[src/saat_pkg.sv]
`timescale 1ns / 1ps

package saat_pkg;

    // Result status codes
    typedef logic [1:0] status_t;

    localparam status_t ST_REUSED = 2'd0;
    localparam status_t ST_NEW    = 2'd1;
    localparam status_t ST_FULL   = 2'd2;

    localparam int KEY_W     = 64;
    localparam int SHORT_W   = 8;
    localparam int COUNT_W   = 8;
    localparam int S_TDATA_W = 64;
    localparam int M_TDATA_W = 24;

    // One result word, status in the lowest bits
    typedef struct packed {
        logic [COUNT_W-1:0] device_count;
        logic [SHORT_W-1:0] node_addr;
        status_t            status;
    } result_t;

    localparam int RESULT_W = $bits(result_t);

endpackage

[src/saat_scan_ctrl.sv]
`timescale 1ns / 1ps

module saat_scan_ctrl #(
    parameter int SLOTS = 128,
    parameter int AW    = 7,
    parameter int CW    = 8
) (
    input  logic                        aclk,
    input  logic                        aresetn,
    // request side
    input  logic                        req_valid,
    output logic                        req_ready,
    input  logic [saat_pkg::KEY_W-1:0]  req_key,
    // key memory
    output logic                        mem_wr_en,
    output logic [AW-1:0]               mem_wr_addr,
    output logic [saat_pkg::KEY_W-1:0]  mem_wr_data,
    output logic                        mem_rd_en,
    output logic [AW-1:0]               mem_rd_addr,
    input  logic [saat_pkg::KEY_W-1:0]  mem_rd_data,
    // result side
    input  logic                        res_free,
    output logic                        res_valid,
    output saat_pkg::result_t           res_word
);
    import saat_pkg::*;

    typedef enum logic [1:0] {
        S_IDLE,
        S_SCAN,
        S_DECIDE,
        S_DONE
    } state_t;

    state_t             state_reg, state_next;
    logic [KEY_W-1:0]   key_reg, key_next;
    logic [CW-1:0]      fill_reg, fill_next;      // slots 0..fill-1 are occupied
    logic [COUNT_W-1:0] count_reg, count_next;    // saturating device count
    logic [CW-1:0]      iss_reg, iss_next;        // next slot to read
    logic [AW-1:0]      chk_idx_reg, chk_idx_next; // slot whose key is on rd_data
    logic               chk_last_reg, chk_last_next;
    result_t            res_reg, res_next;

    logic               key_hit;
    logic [AW:0]        hit_short;
    logic [CW-1:0]      new_short;

    assign key_hit   = (mem_rd_data == key_reg);
    assign hit_short = {1'b0, chk_idx_reg} + (AW+1)'(1);
    assign new_short = fill_reg + CW'(1);

    // Next-state and datapath decisions
    always_comb begin
        state_next    = state_reg;
        key_next      = key_reg;
        fill_next     = fill_reg;
        count_next    = count_reg;
        iss_next      = iss_reg;
        chk_idx_next  = chk_idx_reg;
        chk_last_next = chk_last_reg;
        res_next      = res_reg;
        mem_wr_en     = 1'b0;
        mem_wr_addr   = fill_reg[AW-1:0];
        mem_wr_data   = key_reg;
        mem_rd_en     = 1'b0;
        mem_rd_addr   = iss_reg[AW-1:0];

        unique case (state_reg)
            S_IDLE: begin
                if (req_valid) begin
                    key_next = req_key;
                    if (fill_reg == CW'(0)) begin
                        state_next = S_DECIDE;
                    end else begin
                        // start the scan at slot zero
                        mem_rd_en     = 1'b1;
                        mem_rd_addr   = '0;
                        chk_idx_next  = '0;
                        chk_last_next = (fill_reg == CW'(1));
                        iss_next      = CW'(1);
                        state_next    = S_SCAN;
                    end
                end
            end
            S_SCAN: begin
                if (key_hit) begin
                    res_next.status       = ST_REUSED;
                    res_next.node_addr    = SHORT_W'(hit_short);
                    res_next.device_count = count_reg;
                    state_next            = S_DONE;
                end else if (chk_last_reg) begin
                    state_next = S_DECIDE;
                end else begin
                    // advance one slot per cycle
                    mem_rd_en     = 1'b1;
                    chk_idx_next  = iss_reg[AW-1:0];
                    chk_last_next = ((iss_reg + CW'(1)) == fill_reg);
                    iss_next      = iss_reg + CW'(1);
                end
            end
            S_DECIDE: begin
                if (fill_reg == CW'(SLOTS)) begin
                    res_next.status       = ST_FULL;
                    res_next.node_addr    = '0;
                    res_next.device_count = count_reg;
                end else begin
                    // claim the lowest free slot
                    mem_wr_en  = 1'b1;
                    fill_next  = new_short;
                    if (count_reg != {COUNT_W{1'b1}}) begin
                        count_next = count_reg + COUNT_W'(1);
                    end
                    res_next.status       = ST_NEW;
                    res_next.node_addr    = SHORT_W'(new_short);
                    res_next.device_count = count_next;
                end
                state_next = S_DONE;
            end
            S_DONE: begin
                if (res_free) begin
                    state_next = S_IDLE;
                end
            end
            default: begin
                state_next = S_IDLE;
            end
        endcase
    end

    // Hold state and registered outputs
    always_ff @(posedge aclk) begin
        key_reg      <= key_next;
        iss_reg      <= iss_next;
        chk_idx_reg  <= chk_idx_next;
        chk_last_reg <= chk_last_next;
        res_reg      <= res_next;
        if (!aresetn) begin
            state_reg <= S_IDLE;
            fill_reg  <= '0;
            count_reg <= '0;
        end else begin
            state_reg <= state_next;
            fill_reg  <= fill_next;
            count_reg <= count_next;
        end
    end

    assign req_ready = (state_reg == S_IDLE);
    assign res_valid = (state_reg == S_DONE);
    assign res_word  = res_reg;

endmodule

[config.mk]
export PLATFORM = sky130hd
export DESIGN_NAME = saat_scan_ctrl
export DESIGN_NICKNAME = d
export VERILOG_FILES = /design/src/saat_pkg.sv /design/src/saat_scan_ctrl.sv
export SDC_FILE = /design/constraint.sdc
export NUM_CORES = 1
export LEC_CHECK = 0
export ABC_AREA = 0
export BUFFER_PORTS_ARGS = -buffer_cell sky130_fd_sc_hd__clkbuf_2
export CAP_MARGIN = 10
export CORE_MARGIN = 2
export CORE_UTILIZATION = 52
export DETAILED_ROUTE_END_ITERATION = 10
export GPL_ROUTABILITY_DRIVEN = 0
export PLACE_DENSITY = 0.95
export SLEW_MARGIN = 5
export SYNTH_ARGS = -nofsm -noshare
export SYNTH_HDL_FRONTEND = slang
export SYNTH_SLANG_ARGS = --single-unit
export TNS_END_PERCENT = 1
[constraint.sdc]
create_clock -name aclk -period 11.5 [get_ports aclk]
set_input_delay 0.575 -clock aclk [delete_from_list [all_inputs] [get_ports aclk]]
set_output_delay 0.575 -clock aclk [all_outputs]
set_load 0.005 [all_outputs]
Yosys cells after proc, flatten, opt, wreduce, memory -nomap -nowiden
Cells that the tools add are included.
Storage, ports and cells
  register bits: 116
  bits of input ports: 132
Operators by class
  $add $sub $neg: 4
  equality and inequality tests: 15
  muxes and demuxes: 35
  bitwise gates (word level): 1
  reductions and logical operators: 10
Operator list (count)
  $eq 64x64->1: 1
  $mux 7: 7
  $mux 8: 5
  $mux 18: 2
  $pmux 18 s2: 1
  $add 8x1->8 const B: 3
  $pmux 8 s2: 1
  $pmux 7 s2: 1
  $ne 2x2->1 const B: 6
  $mux 1: 10
  $mux 2: 5
  $add 7x1->8 const B: 1
  $eq 8x1->1 const B: 1
  $eq 8x8->1: 1
  $eq 8x8->1 const B: 1
  $logic_not 8->1: 1
  $ne 8x8->1 const B: 1
  $pmux 2 s4: 1
  $reduce_and 2->1: 3
  $reduce_and 5->1: 1
  $eq 2x2->1 const B: 2
  $pmux 1 s2: 2
  $reduce_and 4->1: 1
  $reduce_bool 2->1: 2
  other kinds (5): 5

Longest topological paths before layout
Gate-level depths: netlist of run 1.
  word-level depth: 5
  mapped depth: 9
  gate-level depth less buffers: 9

Least setup slack after synthesis of run 1
OpenSTA, ideal clock, no wires.
  path kind: register to register
  from: reg state_reg[0]
  to: reg chk_idx_reg[0] (enable)
  library setup time: 0.392 ns
  data arrival time: 3.599 ns
  data required time: 11.108 ns
  slack: 7.509 ns
  cell stages (with the launch flop): 6
  buffers on the path: 0
  cell sequence: dfxtp_1 inv_1 ha_1 and2_1 o21ai_1 a21oi_1
On the way
  longest elaborated chain between the ends: 3
RTL lines
  start, declared: RTL line saat_scan_ctrl.sv:35  | state_t state_reg, state_next;
  start signal, assigned: RTL line saat_scan_ctrl.sv:142  | state_reg <= state_next;
  $logic_not 2->1 *
  named net req_ready: RTL line saat_scan_ctrl.sv:12  | output logic req_ready,
  $ne 2x2->1 (no source line) or $reduce_bool 2->1 (tied branches)
  $reduce_and 5->1 (no source line) *
  end signal, assigned: RTL line saat_scan_ctrl.sv:134  | chk_idx_reg <= chk_idx_next;
  end, declared: RTL line saat_scan_ctrl.sv:40  | logic [AW-1:0] chk_idx_reg, chk_idx_next;
The timed path passes the listed nets; every way through them passes the cells marked *.
A chain may end at the register's enable or synchronous reset.

Final worst setup path of run 1
  from: reg state_reg[1]
  to: out mem_rd_addr[0]
On the way
  longest elaborated chain between the ends: 2
RTL lines
  $logic_not 2->1: RTL line saat_scan_ctrl.sv:68  | unique case (state_reg)
  $mux 7: RTL line saat_scan_ctrl.sv:68
  end, declared: RTL line saat_scan_ctrl.sv:19  | output logic [AW-1:0] mem_rd_addr,
Every way passes these cells.

==> key figures, run 1 <==
Global routing
  – Total congestion overflow after global routing: 0
  – Global-route wire length before repair: 21.9 mm
  – Via count of the first global-routing pass: 4291
  – Largest net degree at the start of global routing: 66
  – Initial antenna violation count: 0
  – All-layer global routing usage: 26.3%

Layout
  – Layout-stage area growth over the synthesis result: 34.3%
  – Antenna cell count: 0
  – Post-route cell area: 7230 µm²
  – Flip-flop count of the largest register after layout: 64
  – Post-layout net count: 790
  – Share of cells above drive strength 1: 42.1%

Timing
  – Post-route clock skew: 0.00738 ns
  – Final setup violating endpoints: 0
  – Final Worst Setup Slack: 8.03 ns
  – Number of pins exceeding their max-slew limit in the final report: 0
  – Final hold viol count: 0
  – Highest clock rate: 0.288 GHz
  – Worst relative slew slack: 44.8%
  – Unrepaired setup endpoints after global routing: no
  – Final min period: 3.47 ns
  – Summed negative setup slack over all endpoints: 0 ns
  – Worst hold slack after final layout: 0.229 ns
  – Tightest Pin Transition: 0.828 ns
  – Fraction of the cycle the final worst path needs: 30.2%

Drt
  – WL/cell: 18.1 µm
  – DR vias: 4134
  – DRC viols: 0
  – Routed wire length: 14.4 mm
  – Remaining antenna violation count after routing: 0
  – Number of design-rule violations left by the first detailed-router iteration: 190
  – Detail-routed via count per cell: 5.19
  – Length of the first detailed-routing pass in iterations: 4

Floorplanning
  – Initial core utilization: 52.8%
  – DIE AREA: 11200 µm²
  – Area inside the core boundary: 10200 µm²
  – Io pins: 232
  – Die height: 106 µm
  – Number of rows in the core area: 37
  – Die X: 106 µm

Worst setup path
  – Cell with the largest stage delay on the worst path: sky130_fd_sc_hd__buf_4
  – Worst setup path category: reg -> out
  – R2r setup slk: 8.37 ns
  – Largest fanout on the critical path: 65
  – Worst flop-to-flop path startpoint: state_reg[1]$_SDFFE_PN0P_
  – Worst path bufs/invs: 3
  – Stage delay of the slowest cell on the critical path: 0.62 ns
  – Arrival time reported for the critical path endpoint: 2.90 ns
  – End of the worst register-to-register path: chk_idx_reg[0]$_SDFFCE_PP0P_
  – Kind of capture point of the worst setup path: output port
  – Cell class contributing the biggest share of worst-path delay: buffers and inverters
  – Required time at the endpoint of the critical path: 10.93 ns
  – Cell breakdown of the critical path: inv_1 -> ha_1 -> and2_2 -> buf_4 -> o21ai_1 -> and2_1 -> clkbuf_2
  – Critical Path Start Type: register
  – Worst-case reg-to-reg path depth: 6

Logic synthesis
  – Post-synthesis share of cell area spent on and, or, nand and nor gates: 13.7%
  – Adder-Cell Fraction of Synth Area: 2.33%
  – Multiplexer fraction of the synthesized cell area: 0.419%
  – Synth Register Bits: 116
  – Share of synthesized area occupied by flip-flops and latches: 61.4%
  – Post-Synth XOR/XNOR Area: 15.9%
  – Post-synthesis compound-gate area fraction: 3.30%
  – Post-synth design cell area: 5380 µm²
  – Fraction of registers with async set or reset after synthesis: 0%
  – Syn Area/Cell: 13.1 µm²
  – Count of distinct cell types in the synthesized netlist: 41
  – Largest family of logic cells by synthesized area: XOR/XNOR gates
  – Main synth FF type: sky130_fd_sc_hd__edfxtp_1
  – Synthesized instance count: 411
  – Warning count from the yosys run: 0
  – Nets in the synthesized netlist: 553
  – Number of synthesized flops with an enable pin: 98

Outcome
  – Run status: finished, final reports clean

Place
  – IO buf count: 231
  – DP HPWL: 11.1 mm
  – Cell Area, Placed: 6630 µm²
  – Pre-CTS setup slack: 8.01 ns

Clocking
  – Maximum count of clock buffers along a single path: 2
  – Clock latency at the later pin of the worst-skew pair: 0.52 ns
  – Number of gates given a new drive strength after cts: 0
  – Root Buffer: sky130_fd_sc_hd__clkbuf_8
  – Post-CTS Setup Inserts: 0
  – Clock slew seen by the registers of the worst setup and hold paths: 0.06 ns
  – Clock tree from TritonCTS: built
  – CTS hold repair buffers: 0
  – CTS Buf Count: 17
  – CTS H-tree lvls: 4
  – Clock Sinks: 116

Pwr
  – P per Cell Area: 213 nW/µm²
  – VDD IR-drop max: 131 µV
  – Leakage power summed over all cells: 3.14 nW

Min path
  – Min-delay src: req_key[9]
  – Hold Path Stages: 1
  – Worst hold path type: in -> reg
  – Endpoint with the worst hold slack: mem_wr_data[9]$_DFFE_PP_

Flow run
  – Number of max-cap violations: 0
## worst register-to-register path, delay by kind of cell (launching register included)
| family | cells | cell delay (ns) |
|---|---|---|
| adders and majority gates | 1 | 0.24 |
| AOI/OAI and AO/OA | 2 | 1.27 |
| and+or+nand+nor | 1 | 0.17 |
| buffers and inverters | 2 | 0.73 |
| DFF | 1 | 0.34 |
## worst max-delay path by stage
stage | startpoint | to | slack (ns) | cells past startpoint
floorplan | state_reg[0]$_SDFFE_PN0P_ | chk_idx_reg[0]$_SDFFCE_PP0P_ | 7.51 | 5
finish | state_reg[1]$_SDFFE_PN0P_ | mem_rd_addr[0] | 8.03 | 7
global route | state_reg[1]$_SDFFE_PN0P_ | mem_rd_addr[1] | 7.82 | 7
CTS | state_reg[1]$_SDFFE_PN0P_ | chk_idx_reg[5]$_SDFFCE_PP0P_ | 8.02 | 6
global placement | req_valid | iss_reg[0]$_SDFFCE_PP1P_ | 8.25 | 5
detailed placement | state_reg[1]$_SDFFE_PN0P_ | chk_idx_reg[2]$_SDFFCE_PP0P_ | 8.01 | 6
## area by class of cell
class,instances,area [µm²]
tap,136,170
sequential,116,3300
fill,714,2960
multi-input combinational,264,1920
clock buffer,21,469
timing repair buffer,233,1170
inverter,16,62.6
clock inverter,11,126
## cells by family (layout without fill, tap and decap cells)
logic type | after synthesis | in the layout
simple gates | 124 | 124
flops | 116 | 116
xor+xnor | 98 | 98
buf+inv | 31 | 281
compound gates | 30 | 30
fa+ha+maj | 10 | 10
mux | 2 | 2
## stage by stage
stage,utilization [%],power [W],instances
after floorplan,-,0.000850,411
final,71.0,0.00154,797
after CTS,70.9,0.00155,797
after detailed placement,65.1,0.00103,765
after global routing,71.0,0.00161,797
after global placement,65.1,0.00101,765
## power breakdown
group	switching [W]	leakage [nW]	internal [W]
clock network	0.000183	0.282	0.000331
registers	0.0000735	1.07	0.000591
logic	0.000202	1.79	0.000157
total	0.000459	3.14	0.00108
## Yosys cell counts, types with 2 or more instances
cell type / instances / area, µm²
sky130_fd_sc_hd__a21oi_1: 9 / 45.0
sky130_fd_sc_hd__and2_1: 26 / 163
sky130_fd_sc_hd__and3_1: 9 / 56.3
sky130_fd_sc_hd__buf_2: 2 / 10.0
sky130_fd_sc_hd__buf_4: 8 / 60.1
sky130_fd_sc_hd__clkbuf_1: 4 / 15.0
sky130_fd_sc_hd__dfxtp_1: 18 / 360
sky130_fd_sc_hd__edfxtp_1: 98 / 2940
sky130_fd_sc_hd__ha_1: 10 / 125
sky130_fd_sc_hd__inv_1: 14 / 52.6
sky130_fd_sc_hd__mux2_2: 2 / 22.5
sky130_fd_sc_hd__nand2_1: 21 / 78.8
sky130_fd_sc_hd__nand3_1: 12 / 60.1
sky130_fd_sc_hd__nand4_1: 10 / 62.6
sky130_fd_sc_hd__nor2_1: 12 / 45.0
sky130_fd_sc_hd__nor2b_1: 6 / 37.5
sky130_fd_sc_hd__nor3_1: 2 / 10.0
sky130_fd_sc_hd__nor4_1: 17 / 106
sky130_fd_sc_hd__nor4_4: 2 / 42.5
sky130_fd_sc_hd__o21a_1: 2 / 15.0
sky130_fd_sc_hd__o21ai_0: 8 / 40.0
sky130_fd_sc_hd__o21ai_1: 2 / 10.0
sky130_fd_sc_hd__o22ai_1: 3 / 18.8
sky130_fd_sc_hd__xnor2_1: 21 / 184
sky130_fd_sc_hd__xor2_1: 77 / 674
## layout by cell type, fill, tap and decap left out, drive strengths merged
cell type,instances
bufinv,2
nand3,12
o21ai,10
o21a,2
nor2b,6
o2bb2ai,1
a221oi,1
clkinv,6
and3,10
a41oi,1
and2,26
nand2b,1
a21boi,1
inv,15
nor3,2
edfxtp,98
xnor2,21
o21bai,1
xor2,77
clkinvlp,4
nor4,19
or2,1
buf,2
nand2,22
nand4,11
nor2,13
and4,1
o22ai,3
mux2,2
a21oi,9
ha,10
a22oi,1
dfxtp,18
clkbuf,252
## layer usage
layer | up-vias | wire, µm | track usage, %
li1 | 1926 | - | -
met1 | 1973 | 5000 | 26.8
met2 | 201 | 7950 | 49.6
met3 | 34 | 998 | 7.54
met4 | 0 | 444 | 11.1
met5 | - | 0 | 0
(Power assumes the default switching activity.)
==> run 2: changes to the inputs <==
Settings changed: CORE_UTILIZATION 52 to 43, PLACE_DENSITY 0.95 to 0.86.
Clock period 11.5 ns to 3.1 ns, I/O delays scaled along.
==> key figures, run 2 (same netlist as run 1, synthesis figures left out) <==
Clocking
  – CTS Buf Count: 17
  – Clock tree from TritonCTS: built
  – Maximum count of clock buffers along a single path: 2
  – Root Buffer: sky130_fd_sc_hd__clkbuf_16
  – Clock slew seen by the registers of the worst setup and hold paths: 0.06 ns
  – Clock latency at the later pin of the worst-skew pair: 0.41 ns
  – Clock Sinks: 116
  – Post-CTS Setup Inserts: 0
  – Number of gates given a new drive strength after cts: 0
  – CTS H-tree lvls: 4

Floorplanning
  – Io pins: 232
  – Number of rows in the core area: 40
  – Die height: 116 µm
  – DIE AREA: 13400 µm²
  – Area inside the core boundary: 12100 µm²
  – Die X: 116 µm
  – Initial core utilization: 44.4%

Pwr
  – Net Sw Power: 0.00174 W
  – VDD IR-drop max: 321 µV
  – Total power draw: 0.00572 W
  – Pint: 0.00397 W
  – Flop pwr share: 43.2%
  – Leakage power summed over all cells: 3.41 nW
  – P per Cell Area: 724 nW/µm²
  – Switching share of total power: 30.5%
  – Relative contribution of combinational cells to total power: 24.7%
  – Share of total power in the clock network: 32.1%

Drt
  – Detail-routed via count per cell: 4.94
  – Remaining antenna violation count after routing: 0
  – Length of the first detailed-routing pass in iterations: 7
  – WL/cell: 18.2 µm
  – Number of design-rule violations left by the first detailed-router iteration: 260
  – DRC viols: 0
  – DR vias: 4439
  – Routed wire length: 16.4 mm

Timing
  – Final min period: 2.87 ns
  – Highest clock rate: 0.349 GHz
  – Number of pins exceeding their max-slew limit in the final report: 0
  – Tightest Pin Transition: 0.838 ns
  – Worst relative slew slack: 44.2%
  – Final setup violating endpoints: 0
  – Post-route clock skew: 0.0101 ns
  – Final hold viol count: 0
  – Unrepaired setup endpoints after global routing: no
  – Summed negative setup slack over all endpoints: 0 ns
  – Fraction of the cycle the final worst path needs: 92.5%

Worst setup path
  – Worst path bufs/invs: 1
  – Cell class contributing the biggest share of worst-path delay: simple AND/OR/NAND/NOR gates
  – Largest fanout on the critical path: 6
  – Required time at the endpoint of the critical path: 2.94 ns
  – Stage delay of the slowest cell on the critical path: 0.62 ns
  – Arrival time reported for the critical path endpoint: 2.71 ns
  – R2r setup slk: 0.40 ns
  – Cell breakdown of the critical path: xor2_1 -> nor4_1 -> nand4_1 -> nor4_4 -> nand2b_1 -> nand2_1 -> clkbuf_2
  – Critical Path Start Type: register
  – Cell with the largest stage delay on the worst path: sky130_fd_sc_hd__nor4_1
  – Kind of capture point of the worst setup path: output port
  – Worst setup path category: reg -> out

Place
  – IO buf count: 231
  – Cell Area, Placed: 6690 µm²
  – Number of placed cells counting well taps: 799
  – DP HPWL: 11.2 mm

Layout
  – Share of cells above drive strength 1: 38.5%
  – Post-layout net count: 856
  – Layout-stage area growth over the synthesis result: 46.7%
  – Flip-flop count of the largest register after layout: 64
  – Post-route cell area: 7900 µm²
  – Most used cells in the layout excluding fill and tap cells: sky130_fd_sc_hd__clkbuf_2, sky130_fd_sc_hd__edfxtp_1, sky130_fd_sc_hd__xor2_1
  – Filler Cells Inserted: 886
  – Filler-free cell count of the finished design: 898
  – Most frequent standard cell in the layout excluding fill and tap cells: sky130_fd_sc_hd__clkbuf_2

Flow run
  – Number of max-cap violations: 0

Outcome
  – Run status: finished, final reports clean

Global routing
  – Via count of the first global-routing pass: 4595
  – Initial antenna violation count: 3
  – Global-route wire length before repair: 23.7 mm
  – Largest net degree at the start of global routing: 65
  – Total congestion overflow after global routing: 0
  – All-layer global routing usage: 24.2%

Min path
  – Worst hold path type: in -> reg
run 2: worst register-to-register path, delay by kind of cell (launching register included):
family,cells,cell delay [ns]
and+or+nand+nor,4,1.41
AOI/OAI and AO/OA,1,0.10
buffers and inverters,1,0.28
xor gates and xnor gates,1,0.18
DFF,1,0.42
run 2: final cells by class:
type                       instances  area, µm²  share of cell area, %
multi-input combinational        264       1920                   24.4
antenna                            3       7.51                 0.0951
sequential                       116       3300                   41.8
inverter                          16       62.6                  0.792
timing repair buffer             299       1830                   23.1
clock buffer                      19        453                   5.74
tap                              168        210                   2.66
clock inverter                    13        108                   1.36
run 2: metrics by stage:
stage                     hold WS (ns)  setup slack (ns)  util (%)
after floorplan                  0.254             0.237         -
after global placement           0.333             0.564      55.2
after detailed placement         0.334             0.533      55.2
after CTS                       0.0646             0.306      65.1
after global routing             0.106            0.0988      65.2
final                           0.0927             0.233      65.2
run 2: repair_timing:
item / 4_1_cts / 5_1_grt
endpoints found under the setup margin: 0 / 0
endpoints found under the hold margin: 64 / 0
hold buffers: 64 / 0
run 2: metal layers:
metal	routed length, µm	track usage (%)
met1	5700	23.9
met2	8840	44.8
met3	1130	7.32
met4	696	13.4
met5	0	0
run 2: path summary, 6_finish.rpt:
kind	startpoint	to	cells past startpoint
worst max register to register	mem_wr_data[10]$_DFFE_PP_	res_word[5]$_DFFE_PP_	7
worst min register to register	fill_reg[1]$_SDFFE_PN0P_	fill_reg[1]$_SDFFE_PN0P_	2
worst min-delay path	aresetn	state_reg[0]$_SDFFE_PN0P_	3
worst max-delay path	mem_wr_data[10]$_DFFE_PP_	mem_rd_en	7
run 2: power groups by stage:
stage	clock network (W)	logic (W)	registers, W
finish	0.00183	0.00141	0.00247
global route	0.00192	0.00155	0.00251
CTS	0.00186	0.00140	0.00245
detailed placement	0	0.00132	0.00248
global placement	0	0.00128	0.00245
floorplan	0	0.000691	0.00246
